<file path="src/sv/slf_pkg.sv">
// types and constants for the session lifecycle machine
package slf_pkg;

	localparam int TIME_BITS      = 48;
	localparam int TRANSPORT_BITS = 32;
	localparam int PLAYER_BITS    = 64;
	localparam int TIMEOUT_BITS   = 32;
	localparam int CFG_IDX_BITS   = 2;

	localparam logic [TIMEOUT_BITS-1:0] DEFAULT_AUTH_TIMEOUT      = 32'd10000;
	localparam logic [TIMEOUT_BITS-1:0] DEFAULT_HEARTBEAT_TIMEOUT = 32'd30000;

	typedef enum logic [2:0] {
		ST_CREATED        = 3'd0,
		ST_AUTHENTICATING = 3'd1,
		ST_AUTHENTICATED  = 3'd2,
		ST_ONLINE         = 3'd3,
		ST_HB_TIMEOUT     = 3'd4,
		ST_RECONNECTING   = 3'd5,
		ST_CLOSING        = 3'd6,
		ST_CLOSED         = 3'd7
	} state_t;

	typedef enum logic [3:0] {
		EV_CREATE     = 4'd0,
		EV_START_AUTH = 4'd1,
		EV_AUTHED     = 4'd2,
		EV_ONLINE     = 4'd3,
		EV_HEARTBEAT  = 4'd4,
		EV_AUTH_CHECK = 4'd5,
		EV_HB_CHECK   = 4'd6,
		EV_CONN_CLOSE = 4'd7,
		EV_RECONNECT  = 4'd8,
		EV_CLOSE      = 4'd9,
		EV_BIND       = 4'd10,
		EV_DETACH     = 4'd11
	} event_t;

	typedef enum logic [CFG_IDX_BITS-1:0] {
		CFG_AUTH_TIMEOUT      = 2'd0,
		CFG_HEARTBEAT_TIMEOUT = 2'd1
	} cfg_reg_t;

	localparam logic [7:0] RSN_NONE         = 8'd0;
	localparam logic [7:0] RSN_AUTH_TIMEOUT = 8'd1;
	localparam logic [7:0] RSN_HB_TIMEOUT   = 8'd2;

	typedef struct packed {
		logic [3:0]                mode;
		logic [TIME_BITS-1:0]      now;
		logic [PLAYER_BITS-1:0]    player_id;
		logic [TRANSPORT_BITS-1:0] transport_id;
		logic [7:0]                reason_code;
	} in_req_t;

	typedef struct packed {
		logic                   accepted;
		logic [2:0]             session_state;
		logic                   has_transport;
		logic [7:0]             close_code;
		logic [PLAYER_BITS-1:0] player_out;
	} out_rsp_t;

endpackage

</file>
<file path="src/sv/session_lifecycle_fsm.sv">
// Session lifecycle machine: one request per event, one response per request.
// Each accepted request is held in an input register and, once the response register
// is free or being read, resolved against the session state (compare of the auth
// deadline, modulo difference of the heartbeat time, one saturating add for a new
// deadline), which updates the state and loads the response register in the same cycle.
// Throughput is one request per clock while responses are taken. A new request is taken
// while a response waits, as long as the input register frees up in that cycle. The user
// must write timeout registers through the configuration port only while no request is in
// flight; the block does not enforce this. A value of zero selects the built-in default.
module session_lifecycle_fsm (
	input  logic                                   clk,
	input  logic                                   arst_n,
	input  logic                                   in_valid,
	output logic                                   in_ready,
	input  slf_pkg::in_req_t                       in_data,
	output logic                                   out_valid,
	input  logic                                   out_ready,
	output slf_pkg::out_rsp_t                      out_data,
	input  logic                                   cfg_valid,
	output logic                                   cfg_ready,
	input  logic [slf_pkg::CFG_IDX_BITS-1:0]       cfg_index,
	input  logic [slf_pkg::TIMEOUT_BITS-1:0]       cfg_data
);
	import slf_pkg::*;

	logic                      valid_s1;
	in_req_t                   req_s1;
	logic                      fire_s1;
	logic                      out_valid_q;
	out_rsp_t                  out_q;

	logic [TIMEOUT_BITS-1:0]   auth_timeout_q;
	logic [TIMEOUT_BITS-1:0]   hb_timeout_q;

	state_t                    state_q;
	logic [TIME_BITS-1:0]      deadline_q;
	logic [TIME_BITS-1:0]      last_hb_q;
	logic [TRANSPORT_BITS-1:0] transport_q;
	logic [PLAYER_BITS-1:0]    player_q;
	logic [7:0]                reason_q;

	state_t                    state_d;
	logic                      ok;
	logic [TIME_BITS-1:0]      deadline_d;
	logic [TIME_BITS-1:0]      last_hb_d;
	logic [TRANSPORT_BITS-1:0] transport_d;
	logic [PLAYER_BITS-1:0]    player_d;
	logic [7:0]                reason_d;
	out_rsp_t                  rsp_d;

	logic [TIMEOUT_BITS-1:0]   eff_auth;
	logic [TIMEOUT_BITS-1:0]   eff_hb;
	logic [TIME_BITS:0]        deadline_sum;
	logic [TIME_BITS-1:0]      new_deadline;
	logic [TIME_BITS-1:0]      hb_diff;
	logic                      auth_expired;
	logic                      hb_expired;

	assign fire_s1   = valid_s1 && (!out_valid_q || out_ready);
	assign in_ready  = !valid_s1 || fire_s1;
	assign out_valid = out_valid_q;
	assign out_data  = out_q;
	assign cfg_ready = 1'b1;

	// input register
	always_ff @(posedge clk or negedge arst_n) begin
		if (!arst_n) begin
			valid_s1 <= 1'b0;
		end else if (in_ready) begin
			valid_s1 <= in_valid;
		end
	end

	always_ff @(posedge clk) begin
		if (in_valid && in_ready) begin
			req_s1 <= in_data;
		end
	end

	// configuration registers
	always_ff @(posedge clk or negedge arst_n) begin
		if (!arst_n) begin
			auth_timeout_q <= DEFAULT_AUTH_TIMEOUT;
			hb_timeout_q   <= DEFAULT_HEARTBEAT_TIMEOUT;
		end else if (cfg_valid && cfg_ready) begin
			unique case (cfg_index)
				CFG_AUTH_TIMEOUT:      auth_timeout_q <= cfg_data;
				CFG_HEARTBEAT_TIMEOUT: hb_timeout_q   <= cfg_data;
				default: ;
			endcase
		end
	end

	// timing arithmetic
	always_comb begin
		eff_auth     = (auth_timeout_q != '0) ? auth_timeout_q : DEFAULT_AUTH_TIMEOUT;
		eff_hb       = (hb_timeout_q != '0) ? hb_timeout_q : DEFAULT_HEARTBEAT_TIMEOUT;
		deadline_sum = {1'b0, req_s1.now} + {{(TIME_BITS + 1 - TIMEOUT_BITS){1'b0}}, eff_auth};
		new_deadline = deadline_sum[TIME_BITS] ? {TIME_BITS{1'b1}}
		                                       : deadline_sum[TIME_BITS-1:0];
		hb_diff      = req_s1.now - last_hb_q;
		auth_expired = req_s1.now >= deadline_q;
		hb_expired   = hb_diff >= {{(TIME_BITS - TIMEOUT_BITS){1'b0}}, eff_hb};
	end

	// next state
	always_comb begin
		state_d = state_q;
		ok      = 1'b0;
		unique case (req_s1.mode)
			EV_CREATE: begin
				state_d = ST_CREATED;
				ok      = 1'b1;
			end
			EV_START_AUTH: begin
				if (state_q == ST_CREATED) begin
					state_d = ST_AUTHENTICATING;
					ok      = 1'b1;
				end
			end
			EV_AUTHED: begin
				if (state_q == ST_AUTHENTICATING || state_q == ST_CREATED) begin
					state_d = ST_AUTHENTICATED;
					ok      = 1'b1;
				end
			end
			EV_ONLINE: begin
				if (state_q == ST_AUTHENTICATED || state_q == ST_RECONNECTING ||
				    state_q == ST_HB_TIMEOUT) begin
					state_d = ST_ONLINE;
					ok      = 1'b1;
				end
			end
			EV_HEARTBEAT: begin
				if (state_q == ST_ONLINE || state_q == ST_HB_TIMEOUT) begin
					state_d = ST_ONLINE;
					ok      = 1'b1;
				end
			end
			EV_AUTH_CHECK: begin
				if ((state_q == ST_AUTHENTICATING || state_q == ST_CREATED) && auth_expired) begin
					state_d = ST_CLOSED;
					ok      = 1'b1;
				end
			end
			EV_HB_CHECK: begin
				if (state_q == ST_ONLINE && hb_expired) begin
					state_d = ST_HB_TIMEOUT;
					ok      = 1'b1;
				end
			end
			EV_CONN_CLOSE: begin
				if (state_q != ST_CLOSING && state_q != ST_CLOSED) begin
					state_d = ST_CLOSING;
					ok      = 1'b1;
				end
			end
			EV_RECONNECT: begin
				if (state_q == ST_CLOSING) begin
					state_d = ST_RECONNECTING;
					ok      = 1'b1;
				end
			end
			EV_CLOSE: begin
				if (state_q != ST_CLOSED) begin
					state_d = ST_CLOSED;
					ok      = 1'b1;
				end
			end
			EV_BIND: begin
				ok = (state_q != ST_CLOSED) && (transport_q != req_s1.transport_id);
			end
			EV_DETACH: begin
				ok = transport_q != '0;
			end
			default: ;
		endcase
	end

	// data updates and response
	always_comb begin
		deadline_d  = deadline_q;
		last_hb_d   = last_hb_q;
		transport_d = transport_q;
		player_d    = player_q;
		reason_d    = reason_q;
		if (ok) begin
			unique case (req_s1.mode)
				EV_CREATE: begin
					transport_d = req_s1.transport_id;
					last_hb_d   = req_s1.now;
					player_d    = '0;
					reason_d    = RSN_NONE;
					deadline_d  = new_deadline;
				end
				EV_START_AUTH: deadline_d = new_deadline;
				EV_AUTHED: begin
					player_d  = req_s1.player_id;
					last_hb_d = req_s1.now;
				end
				EV_ONLINE, EV_HEARTBEAT: last_hb_d = req_s1.now;
				EV_AUTH_CHECK: reason_d = RSN_AUTH_TIMEOUT;
				EV_HB_CHECK:   reason_d = RSN_HB_TIMEOUT;
				EV_CONN_CLOSE, EV_CLOSE: reason_d = req_s1.reason_code;
				EV_RECONNECT:  reason_d = RSN_NONE;
				EV_BIND:       transport_d = req_s1.transport_id;
				EV_DETACH:     transport_d = '0;
				default: ;
			endcase
		end
		rsp_d.accepted      = ok;
		rsp_d.session_state = state_d;
		rsp_d.has_transport = transport_d != '0;
		rsp_d.close_code    = reason_d;
		rsp_d.player_out    = player_d;
	end

	// session state
	always_ff @(posedge clk or negedge arst_n) begin
		if (!arst_n) begin
			state_q     <= ST_CREATED;
			deadline_q  <= {{(TIME_BITS - TIMEOUT_BITS){1'b0}}, DEFAULT_AUTH_TIMEOUT};
			last_hb_q   <= '0;
			transport_q <= '0;
			player_q    <= '0;
			reason_q    <= RSN_NONE;
		end else if (fire_s1) begin
			state_q     <= state_d;
			deadline_q  <= deadline_d;
			last_hb_q   <= last_hb_d;
			transport_q <= transport_d;
			player_q    <= player_d;
			reason_q    <= reason_d;
		end
	end

	// response register
	always_ff @(posedge clk or negedge arst_n) begin
		if (!arst_n) begin
			out_valid_q <= 1'b0;
		end else if (fire_s1) begin
			out_valid_q <= 1'b1;
		end else if (out_ready) begin
			out_valid_q <= 1'b0;
		end
	end

	always_ff @(posedge clk) begin
		if (fire_s1) begin
			out_q <= rsp_d;
		end
	end

`ifndef SYNTHESIS
	// a rejected request leaves the session untouched
	assert property (@(posedge clk) disable iff (!arst_n)
		(fire_s1 && !ok) |=> (state_q == $past(state_q) && reason_q == $past(reason_q) &&
		                      transport_q == $past(transport_q)))
		else $error("rejected request changed session state");

	// a pending response reflects the current session
	assert property (@(posedge clk) disable iff (!arst_n)
		out_valid_q |-> (out_q.session_state == state_q &&
		                 out_q.has_transport == (transport_q != '0) &&
		                 out_q.close_code == reason_q))
		else $error("response out of step with session state");

	// accepted auth check closes with the auth timeout code
	assert property (@(posedge clk) disable iff (!arst_n)
		(fire_s1 && ok && req_s1.mode == EV_AUTH_CHECK) |=>
		(state_q == ST_CLOSED && reason_q == RSN_AUTH_TIMEOUT))
		else $error("auth check did not close session");

	// a held request is not lost
	assert property (@(posedge clk) disable iff (!arst_n)
		(valid_s1 && !fire_s1) |=> valid_s1)
		else $error("input register dropped a request");
`endif

endmodule

</file>
<file path="config.mk">
export PLATFORM = sky130hd
export DESIGN_NAME = session_lifecycle_fsm
export DESIGN_NICKNAME = d
export VERILOG_FILES = /design/src/sv/slf_pkg.sv /design/src/sv/session_lifecycle_fsm.sv
export SDC_FILE = /design/constraint.sdc
export NUM_CORES = 1
export LEC_CHECK = 0
export BUFFER_PORTS_ARGS = -buffer_cell sky130_fd_sc_hd__buf_2
export CORE_MARGIN = 4
export CORE_UTILIZATION = 45
export CTS_CLUSTER_SIZE = 30
export DETAILED_ROUTE_END_ITERATION = 10
export GPL_TIMING_DRIVEN = 0
export PLACE_DENSITY_LB_ADDON = 0.12
export SETUP_SLACK_MARGIN = 0.2
export SLEW_MARGIN = 30
export SYNTH_ARGS = -nofsm -noshare
export SYNTH_HDL_FRONTEND = slang
export SYNTH_SLANG_ARGS = --single-unit
</file>
<file path="constraint.sdc">
create_clock -name clk -period 7.7 [get_ports clk]
set_input_delay 0.385 -clock clk [delete_from_list [all_inputs] [get_ports clk]]
set_output_delay 0.385 -clock clk [all_outputs]
set_load 0.1 [all_outputs]
</file>
# --- Yosys cells after proc, flatten, opt, wreduce, memory -nomap -nowiden ---
# Cells that the tools add are included.
# Widths: inputs -> output; s select.
totals:
  elab_cells: 107
  output_inout_bits: 80
  input_bits: 195
  reg_bits: 502
op_classes:
  mux: 31
  magnitude_cmp: 2
  n_eq_ne: 21
  add_sub_neg: 2
  reduce_logical: 31
ops:
  columns: ["cell", "n"]
  rows:
  - ["$pmux 64 s2", 1]
  - ["$reduce_bool 32->1", 4]
  - ["$mux 32", 3]
  - ["$mux 64", 1]
  - ["$pmux 32 s2", 1]
  - ["$add 48x32->49", 1]
  - ["$ge 48x32->1", 1]
  - ["$ge 48x48->1", 1]
  - ["$mux 48", 1]
  - ["$sub 48x48->48", 1]
  - ["$ne 32x32->1", 1]
  - ["$pmux 8 s4", 1]
  - ["$pmux 3 s10", 1]
  - ["$mux 3", 9]
  - ["$eq 4x3->1 const B", 4]
  - ["$eq 4x4->1 const B", 4]
  - ["$pmux 1 s12", 1]
  - ["$mux 1", 11]
  - ["$eq 3x3->1 const B", 3]
  - ["$eq 4x2->1 const B", 2]
  - ["$mux 8", 1]
  - ["$reduce_or 2->1", 4]
  - ["$eq 3x2->1 const B", 2]
  - ["$logic_and 1x1->1", 6]
  - ["13 further kinds", 22]

# --- Depth between registers and ports, before layout ---
depth:
  word_depth: 8
  ltp_mapped: 27
  mapped_depth_nobuf: 24

# --- Least setup slack after synthesis ---
# OpenSTA, ideal clock, no wires.
synth_path:
  path_kind: "register -> register"
  start: "register out_valid_q (netlist: out_valid)"
  end: "register req_s1[0] (netlist name) (enable)"
  path_slack_ps: 1798
  period_less_slack_ps: 5902
  t_arrival_ps: 5369
  setup_time_ps: 533
  n_path_buf: 0
  stages_incl_launch_ff: 3
  cell_sequence: "dfrtp_1 > nand3b_1 > and2_1"
synth_via:
  elab_chain_cells: 5
synth_rtl:
  columns: ["item", "line", "rtl"]
  rows:
  - ["start: declaration", "session_lifecycle_fsm.sv:29", "logic out_valid_q;"]
  - ["start signal: assignment", "session_lifecycle_fsm.sv:240", "out_valid_q <= 1'b0;"]
  - ["start signal: assignment", "session_lifecycle_fsm.sv:242", "out_valid_q <= 1'b1;"]
  - ["start signal: assignment", "session_lifecycle_fsm.sv:244", "out_valid_q <= 1'b0;"]
  - ["$logic_not 1->1", "session_lifecycle_fsm.sv:59", "assign fire_s1 = valid_s1 && (!out_valid_q || out_ready);"]
  - ["$logic_or 1x1->1", "session_lifecycle_fsm.sv:59", null]
  - ["$logic_and 1x1->1", "session_lifecycle_fsm.sv:59", null]
  - ["$logic_or 1x1->1", "session_lifecycle_fsm.sv:60", "assign in_ready = !valid_s1 || fire_s1;"]
  - ["via in_ready", "session_lifecycle_fsm.sv:14", "output logic in_ready,"]
  - ["$logic_and 1x1->1", "session_lifecycle_fsm.sv:75", "if (in_valid && in_ready) begin"]
  - ["end signal: assignment", "session_lifecycle_fsm.sv:76", "req_s1 <= in_data;"]
  - ["end: declaration", "session_lifecycle_fsm.sv:27", "in_req_t req_s1;"]
# The timed path passes the listed nets, and every way through them passes these cells.
# A chain may end at the register's enable or synchronous reset.

# --- Worst setup path after layout ---
layout_path:
  start: "register req_s1[104] (netlist name)"
  end: "register last_hb_q[29]"
layout_via:
  elab_chain_cells: 6
  word_cells_on_any_way: 9
  classes_between: "add/sub (1); order compare (2); mux (3); reduce/logical (3)"
layout_rtl:
  columns: ["item", "line", "rtl"]
  rows:
  - ["$sub 48x48->48", "session_lifecycle_fsm.sv:101", "hb_diff = req_s1.now - last_hb_q;"]
  - ["$ge 48x32->1", "session_lifecycle_fsm.sv:103", "hb_expired = hb_diff >= {{(TIME_BITS - TIMEOUT_BITS){1'b0}}, eff_hb};"]
  - ["$logic_and 1x1->1", "session_lifecycle_fsm.sv:147", "if (state_q == ST_ONLINE && hb_expired) begin"]
  - ["$mux 1", "session_lifecycle_fsm.sv:147", null]
  - ["$pmux 1 s12 (*)", "session_lifecycle_fsm.sv:110", "unique case (req_s1.mode)"]
  - ["$reduce_and 3->1 (no source line) (*)", null, null]
  - ["end signal: assignment", "session_lifecycle_fsm.sv:230", "last_hb_q <= last_hb_d;"]
  - ["end: declaration", "session_lifecycle_fsm.sv:37", "logic [TIME_BITS-1:0] last_hb_q;"]
# Mark *: on every way between the ends. The rest lies on a longest branch, timed or not.

==> key figures <==
Worst setup path
  – Slack of the worst reg-to-reg path: a little over 400 ps
  – CP Data Required Time: slightly above 8000 ps
  – Worst r2r path cells: 27
  – Worst setup SP type: flip-flop
  – Critical path arrival: between 7000 and 8000 ps
  – CP Max Fanout: 10
  – Crit path kind: flip-flop to flip-flop
  – Crit. Startpoint: req_s1[104]$_DFFE_PP_
  – Critical R2R Launch: req_s1[104]$_DFFE_PP_
  – CP Capture Type: flip-flop
  – Reg2reg end: last_hb_q[29]$_DFFE_PN0P_

Clock tree
  – H-tree Lvls: 2
  – Clk_lat worst skew: approximately 630 ps
  – Deepest clock path buffer count: 3
  – CTS Buf Count: 55
  – Clock sink count: around 500
  – Clock Root Buffer: clkbuf_16
  – Setup Buffers After CTS: 0
  – Clock Pin Slew Worst Setup and Hold Paths: ~60 ps
  – CTS tree: done

STA
  – Hold Vio Cnt, Final: 0
  – Setup-failing EPs final: 0
  – Fmax: between 100 and 150 MHz
  – Fin. max-slew vios: 0
  – Final Cycle Share: 0.946
  – Layout Skew: 53.2 ps
  – Setup_tns: 0 ps
  – Slew headroom: 0.290
  – Worst-Margin Slew: 1050 ps
  – Post-layout min period: 7290 ps
  – RSZ-0062 raised after global routing: no

Synth
  – Synth async-reset ratio: 0.536
  – Syn nets: 2605
  – EDFF count, synth: 233
  – Post-Syn Area per Cell: approximately 12 sq um
  – Netlist cell types: 86
  – Yosys warnings: 0
  – Syn Inst Count: between 2k and 2.5k
  – FF+latch count, synth: roughly 500
  – Sequential area share after synthesis: 0.528
  – Post-Syn Area: around 26000 sq um
  – Top_reg_cell synth: dfrtp_1

GRT
  – Initial antenna violation count: 1
  – Pin count of the biggest net entering global routing: slightly below 80
  – Vias in the first global route: around 20k
  – Global-route usage over all layers: 0.225
  – Total congestion overflow: 0
  – First-pass GRT wire length: 113 mm

Pwr
  – Static Leak: 13.7 nW
  – Pwr/cell area: 343 nW/um^2
  – Peak VDD IR: between 0.0002 and 0.00025 V

Floorplanning
  – Boundary Pins: 275
  – Initial core utilization: 0.459
  – Die area: around 62000 sq um
  – Row count: 87
  – Die Height: approximately 250 microns
  – Core Region: 56800 sq um
  – Die X: around 250 microns

Route
  – Starting DRT DRC Count: roughly 1.2k
  – DRC errors left: 0
  – Routed wire length per instance: 20.0 microns
  – Post-Route WL: 71.4 mm
  – Vias: 20.0k
  – First drt pass iteration count: 5
  – Via-per-instance ratio: roughly 5.6
  – Antenna Nets Post-Route: 0

Run status
  – Status: completed

Placement
  – Placed insts: 3289
  – Post-DP Area: between 20000 and 30000 sq um
  – DP Wirelength: between 50 and 60 mm
  – Port-buffer cells: 273
  – GPL Wtd Cong: about 0.93

Worst hold path
  – WHS Endpoint: auth_timeout_q[1]$_DFFE_PN0P_
  – Hold Crit Depth: 3
  – HP Start: cfg_data[1]
  – Min-delay worst type: input port to flip-flop

Layout
  – Post-route cell area: ~32000 sq um
  – Final #Nets: about 3.1k
  – Fillers: 4857
  – Area grow syn2layout: 23.8%
  – Post-Layout Cell Count: between 3k and 4k
  – Proportion of layout cells with a drive suffix above 1: 0.196

Job
  – MaxCap Viol Count: 0
-- state kept, by name (all words and copies together), names as in the netlist --
register,count
state_q,3
transport_q,32
hb_timeout_q,32
last_hb_q,48
player_q,64
auth_timeout_q,32
deadline_q,48
valid_s1,1
out_valid,1
out_data,77
req_s1,156
reason_q,8
-- layer usage --
layer | track usage | wire length, microns
met1 | 0.311 | 32200
met2 | 0.374 | 33800
met3 | 0.0334 | 3300
met4 | 0.0628 | 2020
met5 | 0 | 0
-- cells by family (layout without fill, tap and decap cells) --
| kind of cell | count (synthesis) | in the layout | synth area share |
|---|---|---|---|
| and+or+nand+nor | 455 | 455 | 0.0902 |
| DFF | 502 | 502 | 0.528 |
| muxes | 117 | 117 | 0.0503 |
| other | 1 | 2 | 0.000144 |
| AOI/OAI and AO/OA | 607 | 607 | 0.171 |
| buffers and inverters | 296 | 851 | 0.0460 |
| xor gates and xnor gates | 110 | 110 | 0.0370 |
| adders and majority gates | 161 | 161 | 0.0779 |
-- critical path, cell delays in order (launching register included) --
cell and delay [ps]:
edfxtp_1 430, inv_1 120, ha_1 170, inv_1 50
fa_1 440, a211oi_2 350, nor4b_2 110, or3_1 460
a211oi_2 340, o21a_1 210, o21ai_0 110, xor2_1 170
ha_1 310, nand2_1 90, o21ai_0 120, a211oi_1 490
o211ai_1 230, nor4_1 240, and4_1 240, o311ai_0 250
or3_1 470, nor4_4 510, or3_1 180, buf_4 170
nand4b_2 240, buf_6 200, buf_8 170, mux2_1 330
-- power by group --
part	switching, W	internal [W]
sequential	0.000372	0.00345
clock	0.00112	0.00159
combinational	0.00269	0.00183
-- worst max path at each step --
stage | to | slack, ps | cells past startpoint
final | last_hb_q[29]$_DFFE_PN0P_ | 410 | 27
after global routing | last_hb_q[32]$_DFFE_PN0P_ | 200 | 27
after CTS | last_hb_q[29]$_DFFE_PN0P_ | 370 | 27
after detailed placement | last_hb_q[29]$_DFFE_PN0P_ | 180 | 27
after global placement | deadline_q[29]$_DFFE_PN0P_ | -510 | 24
after floorplan | req_s1[0]$_DFFE_PP_ | 1800 | 2
-- synth_stat cells, types with 17 or more instances --
| cell type | number | area (sq um) |
|---|---|---|
| clkbuf_1 | 88 | 330 |
| nand4_1 | 59 | 369 |
| inv_1 | 162 | 608 |
| mux2_1 | 19 | 214 |
| dfrtp_1 | 252 | 6310 |
| a21oi_1 | 128 | 641 |
| a21o_1 | 31 | 233 |
| nand3_1 | 30 | 150 |
| o21a_1 | 21 | 158 |
| buf_2 | 33 | 165 |
| nor4_1 | 36 | 225 |
| xor2_1 | 24 | 210 |
| dfstp_2 | 17 | 447 |
| mux2_2 | 93 | 1050 |
| nor3_1 | 28 | 140 |
| nand2_1 | 112 | 420 |
| ha_1 | 159 | 1990 |
| o22a_1 | 45 | 394 |
| nor2_1 | 96 | 360 |
| a32o_1 | 65 | 651 |
| a211oi_1 | 17 | 128 |
| a31oi_1 | 17 | 106 |
| nand2b_1 | 17 | 106 |
| o21ai_0 | 73 | 365 |
| xnor2_1 | 86 | 753 |
| edfxtp_1 | 233 | 7000 |
| nor2b_1 | 19 | 119 |
| a22o_1 | 103 | 902 |
-- placed cells by master, fill, tap and decap left out, drive strengths merged, types with 6 or more instances in the layout --
master       netlist  final
a211oi            18     18
a21o              31     31
a21oi            128    128
a22o             103    103
a31oi             17     17
a32o              65     65
and2               6      6
and4               9      9
buf               44    328
bufinv             0      6
clkbuf            89    157
clkinv             1     23
dfrtp            252    252
dfstp             17     17
dlygate4sd3        0    170
edfxtp           233    233
ha               159    159
inv              162    163
mux2             112    112
nand2            112    112
nand2b            17     17
nand3             30     30
nand4             59     59
nor2              96     96
nor2b             19     19
nor3              29     29
nor4              39     39
o211ai            16     16
o21a              21     21
o21ai             79     79
o21bai            10     10
o22a              45     45
o31ai             13     13
o32ai              6      6
or2                6      6
or3                6      6
or4               11     11
xnor2             86     86
xor2              24     24
-- metrics by stage --
step	setup slack (ps)	hold WS (ps)	power, W	utilization
after floorplan	1800	89.4	0.00717	-
final	413	28.3	0.0111	0.568
after global routing	201	20.7	0.0118	0.568
after CTS	372	1.88	0.0111	0.567
after global placement	-509	471	0.00816	0.499
after detailed placement	181	358	0.00827	0.504
-- cell type report --
type                       count  area [sq um]  area share
antenna                        1          2.50   0.0000776
buffer                       133           591      0.0183
clock buffer                  68          1500      0.0463
clock inverter                33           403      0.0125
inverter                     163           612      0.0190
multi-input combinational   1451         11200       0.346
sequential                   502         13700       0.426
tap                          756           946      0.0293
timing repair buffer         454          3300       0.102
-- what timing repair did --
action                                 4_1_cts  5_1_grt
endpoints found under the hold margin      235        0
setup endpoints to repair                    5       64
hold buffers                               170        0
resized for setup                            1        3
(Power assumes the default switching activity.)
